## src/hw/rtl/mng_ram.sv

```systemverilog
`default_nettype none
module mng_ram #(
  parameter int unsigned WIDTH = 8,
  parameter int unsigned DEPTH = 16
) (
  input  wire logic                     clk_i,
  input  wire logic                     we_i,
  input  wire logic [$clog2(DEPTH)-1:0] waddr_i,
  input  wire logic [WIDTH-1:0]         wdata_i,
  input  wire logic                     re_i,
  input  wire logic [$clog2(DEPTH)-1:0] raddr_i,
  output logic      [WIDTH-1:0]         rdata_o
);

  logic [WIDTH-1:0] mem_q [DEPTH];

  always_ff @(posedge clk_i) begin
    if (we_i) begin
      mem_q[waddr_i] <= wdata_i;
    end
    if (re_i) begin
      rdata_o <= mem_q[raddr_i];
    end
  end

endmodule
`default_nettype wire

```

## config.mk

```make
export PLATFORM = sky130hd
export DESIGN_NAME = mng_ram
export DESIGN_NICKNAME = d
export VERILOG_FILES = /design/src/hw/rtl/mng_ram.sv
export SDC_FILE = /design/constraint.sdc
export NUM_CORES = 1
export LEC_CHECK = 0
export BUFFER_PORTS_ARGS = -buffer_cell sky130_fd_sc_hd__buf_2
export CAP_MARGIN = 20
export CORE_ASPECT_RATIO = 1.5
export CORE_MARGIN = 2
export CORE_UTILIZATION = 57
export DETAILED_ROUTE_END_ITERATION = 10
export HOLD_SLACK_MARGIN = 0.05
export PLACE_DENSITY_LB_ADDON = 0.15
export SKIP_LAST_GASP = 1
export SYNTH_ARGS = -nofsm -noshare
export SYNTH_HDL_FRONTEND = slang
export SYNTH_SLANG_ARGS = --single-unit
```

## constraint.sdc

```tcl
create_clock -name clk_i -period 2.2 [get_ports clk_i]
set_input_delay 0.22 -clock clk_i [delete_from_list [all_inputs] [get_ports clk_i]]
set_output_delay 0.22 -clock clk_i [all_outputs]
set_load 0.005 [all_outputs]
```

## After elaboration in Yosys (flattened, before gate mapping)

Memory sizes are Yosys's and may differ from the RTL's. A register that Yosys moved wholly into a read port is not among the register bits.
Index checks and enable logic that the tools add are counted.

- Flip-flop bits (word level): 0
- Memory bits (writable): 128
- Bits of input ports: 19
- Output and inout port bits: 8
- Memories kept: 1

- Mux-type cells: 2

Memory list:

| memory | words | bits a word | read ports | clocked after memory_dff | wr ports | line | RTL |
|---|---|---|---|---|---|---|---|
| mem_q | 16 | 8 | 1 | 1 | 1 | 15 | `logic [WIDTH-1:0] mem_q [DEPTH];` |

Operators with widths:

| kind | count |
|---|---|
| 2-to-1 mux 1 bit | 2 |

## Logic depth before layout (Yosys ltp)

Gate-level depths: netlist of run 1.

- Word-level depth: 2
- Depth in mapped cells: 5
- Mapped depth without buffers: 3

## Worst setup path after synthesis of run 1

Ideal clock, no wire load.

- Path kind: input-to-reg
- Start point: input port waddr_i[2]
- End point: memory mem_q[0][0] (enable)
- Setup time: 383 ps
- Data arrival time: 1330 ps
- Slack: 487 ps
- Cell stages on the path: 2
- Path through: or3b_2 nor3_1

RTL lines:

| what | line | RTL |
|---|---|---|
| from (decl) | 8 | `input wire logic [$clog2(DEPTH)-1:0] waddr_i,` |
| to (decl) | 15 |  |

No word-level cell before the write port.

==> results of run 1 <==
metal layers:
layer	part of all wire, %	vias to the layer above
li1	-	1087
met1	40	1264
met2	54	62
met3	3.6	18
met4	2.5	0
met5	0	-
cell usage in the layout, fill, tap and decap left out, drive strengths merged:
master,count
edfxtp,136
buf,46
mux4,32
clkbuf,22
a22oi,16
nor2,13
nand2,9
nor3,4
bufinv,3
clkinv,3
nand3b,2
nand2b,2
nor2b,1
and2,1
and2b,1
nand3,1
or3b,1
worst min path at each step:
stage | startpoint | end | slack, ns | depth (start not counted)
finish | re_i | rdata_o[5] | 0.18 | 1
detailed placement | re_i | rdata_o[4] | 0.60 | 1
floorplan | wdata_i[0] | mem_q[0][0] | 0.32 | 0
CTS | re_i | rdata_o[5] | 0.17 | 1
global route | re_i | rdata_o[4] | 0.17 | 1
global placement | wdata_i[4] | mem_q[5][4] | 0.60 | 1
flip-flops by register name (all words and copies together), names as in the netlist:
| name | count |
|---|---|
| mem_q | 128 |
| rdata_o | 8 |
logic make-up after synthesis:
kind of cell | synth area share (%)
buffers and inverters | 1.651
DFF | 78.12
muxes | 14.79
AOI/OAI and AO/OA | 2.298
and+or+nand+nor | 3.136
report_power, final:
group	internal [uW]	switching [uW]	total, uW
logic	114	148	262
clock network	1740	888	2630
registers	2920	15.9	2940
total	4780	1050	5830
layout make-up:
class | count | area (sq um) | area share (%)
tap | 110 | 137.6 | 2.245
multi-input combinational | 83 | 1057 | 17.24
sequential | 136 | 4084 | 66.61
clock buffer | 22 | 444.2 | 7.245
clock inverter | 6 | 102.6 | 1.673
timing repair buffer | 46 | 305.3 | 4.980
stage by stage:
step	util, %	instance area (sq um)	hold WS [ns]	worst slack [ns]
after floorplan	-	5228	0.3189	0.4871
after global placement	62.88	5584	0.5977	0.3964
after detailed placement	62.88	5584	0.5986	0.4142
after CTS	69.03	6131	0.1683	0.7097
after global routing	69.03	6131	0.1723	0.6601
final	69.03	6131	0.1822	0.7339
==> results.py, run 1 <==
metrics = {
    "status": {
        "status": "finished, final reports clean",
    },
    "sta": {
        "worstMarginPinSlew_ns": 0.7354,
        "fin_worst_skew_ns": 0.005826,
        "min_period_ns": 1.466,
        "relSlewSlack_pct": 50.87,
        "setup_viol": 0,
        "fin_crit_sh_pct": 66.64,
        "finalSetupTns_ns": 0,
        "rsz0062_at_grt": "no",
        "hold_viol": 0,
        "maxSlewViolCount": 0,
        "fmax_ghz": 0.6821,
    },
    "cts": {
        "clockBufferDepth": 2,
        "ctsResizeCount": 0,
        "cts_setup_buffers": 0,
        "numCtsBuffers": 17,
        "cts_max_level": 4,
        "cts_sinks": 136,
        "root_buffer": "clkbuf_16",
        "cts_tree": "done",
        "clkSlewWorstSetupHoldPaths_ns": 0.05,
        "hold_buffers": 0,
        "clk_latency_ns": 0.41,
    },
    "route": {
        "drc": 0,
        "routed_via_density": 6.032,
        "wire_per_inst_um": 23.84,
        "drtPass1Iterations": 4,
        "wirelength_um": 9606,
        "drt_iter0_drc": 170,
        "vias": 2431,
        "ant_nets": 0,
    },
    "global_route": {
        "use_met3_pct": 6.324,
        "grt_pass1_vias": 2532,
        "use_met2_pct": 35.64,
        "overflow": 0,
        "grt_pass1_wl_um": 14390,
        "grtUsageTotal_pct": 21.89,
        "gr-usage-met1_pct": 26.59,
        "grt_antenna_before_repair": 0,
        "top_usage_layer": "met2",
        "grt_max_degree": 33,
    },
    "setup_path": {
        "worstPathMaxFanout": 1,
        "crit_type": "reg -> reg",
        "start_kind": "flop",
        "cpMaxStageDelayCell": "mux4_1",
        "reg2reg_to": "rdata_o[4]",
        "path_depth": 3,
        "cp.arrival_ns": 1.61,
        "rr_startpoint": "mem_q[8][4]",
        "required_ns": 2.35,
        "rrSetupSlack_ns": 0.73,
        "path_buf_inv": 0,
        "max_stage_delay_ns": 0.50,
        "rr_worst_depth": 3,
        "crit_chain": "mux4_1 > a22oi_1 > nand2_1",
        "critical-path-top-delay-family": "multiplexers",
        "startpoint": "mem_q[8][4]",
        "crit_end": "rdata_o[4]",
        "end_kind": "flop",
    },
    "logic_synthesis": {
        "yosysMostFrequentCell": "edfxtp_1",
        "ys_seq_area_share_pct": 78.12,
        "async_reset_ff_share_pct": 0,
        "syn_area_sq_um": 5228,
        "synth_top_area_share_pct": 78.12,
        "synth-main-ff-cell": "edfxtp_1",
        "yosysWarningCount": 0,
        "synth_edf_count": 136,
        "ys_top_cells_by_area": "edfxtp_1 78%, mux4_2 7.8%, mux4_1 7.0%, a22oi_1 2.3%, nor2_1 0.93%",
        "yosys.area.top_type": "edfxtp_1",
        "synth-seq-cells": 136,
        "syn_inst": 229,
        "synth_commonest_cells": "136 x edfxtp_1, 18 x mux4_2, 16 x a22oi_1",
        "syn_area_per_cell_sq_um": 22.83,
        "synth_nets": 248,
        "yosys.cell_types.count": 18,
    },
    "placement": {
        "dp_cells": 375,
        "dp_hpwl_um": 6145,
        "place_congestion": 0.7674,
        "portBuffers": 26,
    },
    "die": {
        "die_y_um": 121.3,
        "fp.dieW_um": 82.19,
        "num_rows": 42,
        "start_util_pct": 58.86,
        "core_sq_um": 8881,
        "die_area_sq_um": 9969,
        "io_pins": 27,
    },
    "cells_and_area": {
        "diodes": 0,
        "areaGrowthSynthToFinish_pct": 17.28,
        "nets": 303,
        "stdcell_count": 403,
        "fill_cells": 556,
        "drive_above_1_share_pct": 29.35,
    },
    "pwr": {
        "p_leak_uw": 0.002089,
        "ir_drop_v": 0.0006427,
        "finalPower_uw": 5830,
        "power_density_nw_per_um2": 951.0,
    },
    "hold_path": {
        "holdCritPathClass": "in -> reg",
    },
    "run": {
        "maxCapViolCount": 0,
    },
}
Note: power is estimated with default switching activity, not from simulation.
==> run 2: changes to the inputs <==
--- a/config.mk
+++ b/config.mk
@@ -5,11 +5,12 @@
 export SDC_FILE = /design/constraint.sdc
 export NUM_CORES = 1
 export LEC_CHECK = 0
+export ABC_AREA = 1
 export BUFFER_PORTS_ARGS = -buffer_cell sky130_fd_sc_hd__buf_2
 export CAP_MARGIN = 20
 export CORE_ASPECT_RATIO = 1.5
 export CORE_MARGIN = 2
-export CORE_UTILIZATION = 57
+export CORE_UTILIZATION = 55
 export DETAILED_ROUTE_END_ITERATION = 10
 export HOLD_SLACK_MARGIN = 0.05
 export PLACE_DENSITY_LB_ADDON = 0.15
==> constraint.sdc (replaced) <==
create_clock -name clk_i -period 1.25 [get_ports clk_i]
set_input_delay 0.125 -clock clk_i [delete_from_list [all_inputs] [get_ports clk_i]]
set_output_delay 0.125 -clock clk_i [all_outputs]
set_load 0.005 [all_outputs]
==> results.py, run 2 <==
metrics = {
    "sta": {
        "relSlewSlack_pct": 59.72,
        "hold_viol": 0,
        "setup_viol": 0,
        "finalSetupTns_ns": 0,
        "setup_ws_ns": 0.05052,
        "fmax_ghz": 0.8337,
        "worstMarginPinSlew_ns": 0.6033,
        "min_period_ns": 1.199,
        "maxSlewViolCount": 0,
        "rsz0062_at_grt": "no",
        "fin_crit_sh_pct": 95.96,
        "fin_worst_skew_ns": 0.006778,
    },
    "route": {
        "drt_iter0_drc": 247,
        "vias": 3904,
        "wirelength_um": 13010,
        "drtPass1Iterations": 5,
        "ant_nets": 0,
        "routed_via_density": 5.150,
        "wire_per_inst_um": 17.16,
        "drc": 0,
    },
    "cells_and_area": {
        "fin_util_pct": 66.08,
        "layout_common_cells": "173 x nand2_1, 136 x edfxtp_1, 100 x inv_1, 96 x nand3_1, 26 x buf_2",
        "fill_cells": 826,
        "largest_registers": "mem_q (128), rdata_o (8)",
        "stdcell_area_sq_um": 6922,
        "drive_above_1_share_pct": 14.01,
        "regMostFlops": "mem_q",
        "nets": 620,
        "largest_reg_flops": 128,
        "final_common_cell": "nand2_1",
        "areaGrowthSynthToFinish_pct": 18.38,
        "diodes": 0,
    },
    "pwr": {
        "p_leak_uw": 0.003012,
        "finalPower_uw": 11340,
        "ir_drop_v": 0.001605,
        "power_density_nw_per_um2": 1638,
    },
    "logic_synthesis": {
        "yosys.area_share.xor_xnor_pct": 0,
        "ys_seq_area_share_pct": 69.85,
        "yosys.cell_types.count": 11,
        "async_reset_ff_share_pct": 0,
        "synth_top_area_share_pct": 69.85,
        "synth-main-ff-cell": "edfxtp_1",
        "synth_top_family_by_area": "simple AND/OR/NAND/NOR gates",
        "synth-simple-area-share_pct": 20.76,
        "syn_area_sq_um": 5847,
        "ys_top_cells_by_area": "edfxtp_1 70%, nand2_1 11%, nand3_1 8.3%, inv_1 6.4%, buf_6 1.2%",
        "yosysMostFrequentCell": "nand2_1",
        "synth_edf_count": 136,
        "synthAdderAreaFrac_pct": 0,
        "yosys.area.top_type": "edfxtp_1",
        "synth_nets": 570,
        "syn_inst": 551,
        "yosysWarningCount": 0,
        "syn_area_per_cell_sq_um": 10.61,
        "synth_commonest_cells": "173 x nand2_1, 136 x edfxtp_1, 100 x inv_1",
        "synth_compound_area_share_pct": 0,
        "synth-seq-cells": 136,
        "muxShareOfSynthArea_pct": 0,
    },
    "cts": {
        "cts_sinks": 136,
        "numCtsBuffers": 17,
        "cts_setup_buffers": 0,
        "cts_max_level": 4,
        "root_buffer": "clkbuf_16",
        "clk_latency_ns": 0.42,
        "clkSlewWorstSetupHoldPaths_ns": 0.06,
        "clockBufferDepth": 2,
        "cts_tree": "done",
    },
    "setup_path": {
        "worstPathMaxFanout": 1,
        "end_kind": "flop",
        "required_ns": 1.42,
        "rr_startpoint": "mem_q[5][4]",
        "reg2reg_to": "rdata_o[4]",
        "cp.arrival_ns": 1.37,
        "start_kind": "flop",
        "crit_type": "reg -> reg",
        "rr_worst_depth": 6,
        "rrSetupSlack_ns": 0.05,
    },
    "placement": {
        "pre_cts_ws_ns": -0.1322,
        "dp_hpwl_um": 8138,
        "portBuffers": 26,
        "place_area_sq_um": 6259,
        "place_congestion": 0.8233,
    },
    "global_route": {
        "grt_pass1_wl_um": 20160,
        "grt_antenna_before_repair": 0,
        "grt_max_degree": 33,
        "grtUsageTotal_pct": 24.70,
        "grt_pass1_vias": 3863,
        "overflow": 0,
    },
    "die": {
        "num_rows": 46,
        "die_area_sq_um": 11490,
        "start_util_pct": 55.82,
        "core_sq_um": 10480,
        "fp.dieW_um": 88.19,
        "die_y_um": 130.3,
        "io_pins": 27,
    },
    "status": {
        "status": "finished, final reports clean",
    },
    "hold_path": {
        "min_from": "re_i",
        "hold_path_end": "rdata_o[1]",
        "holdCritPathClass": "in -> reg",
        "hold_depth": 1,
    },
    "run": {
        "maxCapViolCount": 0,
    },
}
==> run 2: cell types whose count changed after synthesis, sizes merged <==
cell	change
nand2b	-2
clkdlybuf4s25	-3
and2	-1
mux4	-32
nor3	-4
nor2	+4
or3b	-1
nand2	+164
and2b	-1
nand3	+96
nor2b	-1
inv	+102
a22oi	-16
buf	+17
==> run 2: power breakdown <==
group	internal, uW	switching [uW]	total (uW)
combinational	206	442	648
sequential	5140	25.9	5170
clock	3720	1810	5520
total	9060	2270	11300
==> run 2: cell type report <==
cell class	instances	area, sq um	share of cell area, %
clock buffers	18	429.2	6.200
clock inverters	14	229.0	3.308
inverters	102	382.9	5.531
multi-input cells	289	1219	17.61
flip-flops and latches	136	4084	59.00
well taps	144	180.2	2.603
repair buffers	55	397.9	5.748
==> run 2: kinds of logic after synthesis <==
logic type / count (synthesis)
buf+inv: 126
simple gates: 289
flops: 136
==> run 2: worst max-delay path by stage <==
stage                start  cells past startpoint      endpoint  slack [ns]
3_3_place_gp    raddr_i[0]                      8    rdata_o[6]       -0.14
6_report       mem_q[5][4]                      6    rdata_o[4]        0.05
3_5_place_dp    raddr_i[1]                      6    rdata_o[4]       -0.13
5_1_grt        mem_q[7][0]                      6    rdata_o[0]        0.02
4_1_cts        mem_q[5][4]                      6    rdata_o[4]        0.07
2_1_floorplan   waddr_i[2]                      2  mem_q[10][0]        0.17
==> run 2: critical path, cell delays in order, from the launching register on <==
cell      delay (ns)
edfxtp_1        0.36
inv_1           0.07
nand2_1         0.06
nand3_1         0.10
nand3_1         0.13
nand3_1         0.15
nand2_1         0.08
==> run 2: metal layers <==
layer / vias to the layer above / part of all wire [%] / global-route usage (%)
met5: - / 0 / 0
li1: 1886 / - / -
met4: 0 / 2.4 / 10.52
met1: 1846 / 39 / 30.20
met2: 147 / 53 / 41.80
met3: 25 / 5.5 / 5.756
==> run 2: what timing repair did <==
action                                 CTS  global route
setup endpoints to repair                0             1
gates resized for setup                  0             1
endpoints found under the hold margin    0             0
hold buffers                             0             0
==> run 2: metrics by stage <==
step / cells / hold WS, ns
2_1_floorplan: 551 / 0.2239
3_3_place_gp: 726 / 0.4954
3_5_place_dp: 726 / 0.4958
4_1_cts: 758 / 0.06541
5_1_grt: 758 / 0.07109
6_report: 758 / 0.07440
==> run 3: changes to the inputs <==
--- a/config.mk
+++ b/config.mk
@@ -10,10 +10,9 @@
 export CAP_MARGIN = 20
 export CORE_ASPECT_RATIO = 1.5
 export CORE_MARGIN = 2
-export CORE_UTILIZATION = 55
+export CORE_UTILIZATION = 25
 export DETAILED_ROUTE_END_ITERATION = 10
 export HOLD_SLACK_MARGIN = 0.05
-export PLACE_DENSITY_LB_ADDON = 0.15
 export SKIP_LAST_GASP = 1
 export SYNTH_ARGS = -nofsm -noshare
 export SYNTH_HDL_FRONTEND = slang
==> results.py, run 3 (synthesis results as in run 2) <==
metrics = {
    "status": {
        "status": "finished, final reports clean",
    },
    "route": {
        "wirelength_um": 14150,
        "wire_per_inst_um": 15.79,
        "drt_iter0_drc": 262,
        "vias": 3819,
        "drtPass1Iterations": 4,
        "drc": 0,
        "routed_via_density": 4.262,
        "ant_nets": 0,
    },
    "setup_path": {
        "required_ns": 1.41,
        "path_buf_inv": 1,
        "crit_chain": "inv_1 > nand2_1 > nand3_1 > nand3_1 > nand3_1 > nand2_1",
        "crit_type": "reg -> reg",
        "critical-path-top-delay-family": "simple AND/OR/NAND/NOR gates",
        "end_kind": "flop",
        "cpMaxStageDelayCell": "edfxtp_1",
        "start_kind": "flop",
        "worst_path_most_repeated_cell": "nand3_1",
        "max_stage_delay_ns": 0.37,
        "cp.arrival_ns": 1.33,
        "worstPathMaxFanout": 1,
    },
    "global_route": {
        "use_met2_pct": 22.06,
        "grt_pass1_vias": 3809,
        "grt_antenna_before_repair": 0,
        "use_met3_pct": 2.855,
        "overflow": 0,
        "grt_pass1_wl_um": 21710,
        "top_usage_layer": "met2",
        "grtUsageTotal_pct": 11.98,
        "gr-usage-met1_pct": 13.51,
        "grt_max_degree": 38,
    },
    "cts": {
        "clkSlewWorstSetupHoldPaths_ns": 0.06,
        "cts_tree": "done",
        "cts_max_level": 4,
        "clockBufferDepth": 2,
        "hold_buffers": 0,
        "root_buffer": "clkbuf_16",
        "numCtsBuffers": 17,
        "clk_latency_ns": 0.41,
        "cts_sinks": 136,
    },
    "sta": {
        "hold_viol": 0,
        "min_period_ns": 1.166,
        "worstMarginPinSlew_ns": 0.4034,
        "finalSetupTns_ns": 0,
        "setup_viol": 0,
        "fin_crit_sh_pct": 93.29,
        "maxSlewViolCount": 0,
        "fmax_ghz": 0.8576,
        "relSlewSlack_pct": 73.11,
        "fin_worst_skew_ns": 0.008916,
        "rsz0062_at_grt": "no",
    },
    "cells_and_area": {
        "layout_common_cells": "173 x nand2_1, 136 x edfxtp_1, 100 x inv_1, 94 x nand3_1, 26 x buf_2",
        "fin_util_pct": 31.04,
        "drive_above_1_share_pct": 15.10,
        "final_common_cell": "nand2_1",
        "largest_reg_flops": 128,
        "regMostFlops": "mem_q",
        "diodes": 0,
        "largest_registers": "mem_q (128), rdata_o (8)",
        "stdcell_area_sq_um": 7131,
        "areaGrowthSynthToFinish_pct": 21.96,
        "nets": 624,
    },
    "pwr": {
        "ir_drop_v": 0.0007809,
        "finalPower_uw": 11020,
        "p_leak_uw": 0.003025,
        "power_density_nw_per_um2": 1545,
    },
    "placement": {
        "place_area_sq_um": 6509,
        "dp_hpwl_um": 9249,
        "portBuffers": 26,
        "place_congestion": 0.8560,
    },
    "die": {
        "num_rows": 68,
        "core_sq_um": 22970,
        "die_y_um": 191.3,
        "io_pins": 27,
        "fp.dieW_um": 128.9,
        "die_area_sq_um": 24650,
        "start_util_pct": 25.45,
    },
    "run": {
        "maxCapViolCount": 0,
    },
    "hold_path": {
        "holdCritPathClass": "in -> reg",
    },
}
[run 3: cell types whose count changed in the layout (fill, tap and decap cells not counted), moves of 2 or more]
cell	change
buf_12	+4
bufinv_16	-2
clkinv_1	-2
clkinvlp_4	+2
nand3_1	-2
nand3_2	+2
[run 3: routing by layer]
metal  share of wire [%]  wire, um  vias up
li1                    -         -     1886
met1                  40      5690     1832
met5                   0         0        -
met4                 2.0       276        0
met2                  54      7635       87
met3                 3.8       544       14
[run 3: final timing paths]
path                                    from         end  slack, ns  cells after the start
worst max-delay path             mem_q[5][4]  rdata_o[4]       0.08                      6
worst min-delay path                    re_i  rdata_o[2]       0.08                      1
worst max register to register   mem_q[5][4]  rdata_o[4]       0.08                      6
worst min register to register  mem_q[11][7]  rdata_o[7]       0.75                      6
[run 3: cell type report]
cell class | instances | area, sq um
multi-input combinational | 289 | 1229
clock inverter | 13 | 181.4
inverter | 102 | 382.9
fill | 2310 | 15840
clock buffer | 17 | 425.4
sequential | 136 | 4084
tap | 280 | 350.3
timing repair buffer | 59 | 478.0
[run 3: through the flow]
| step | hold WS (ns) | instances | setup slack (ns) |
|---|---|---|---|
| final | 0.07698 | 896 | 0.08390 |
| after global routing | 0.07995 | 896 | 0.02191 |
| after CTS | 0.07149 | 896 | 0.03822 |
| after detailed placement | 0.5035 | 866 | -0.09762 |
| after global placement | 0.5020 | 866 | -0.1070 |
| after floorplan | 0.2239 | 551 | 0.1742 |
[run 3: what timing repair did]
action / 4_1_cts / 5_1_grt
endpoints found under the setup margin: 0 / 2
resized for setup: 0 / 3
buffers inserted: 0 / 0
[run 3: worst reg2reg max path, delay by kind of cell (launching register included)]
family,cells,cell delay (ns)
simple gates,5,0.48
flops,1,0.37
buf+inv,1,0.08
[run 3: power breakdown]
part           internal, uW  switching [uW]
Sequential             5140            26.1
Combinational           234             467
Clock                  3300            1850
Total                  8670            2340
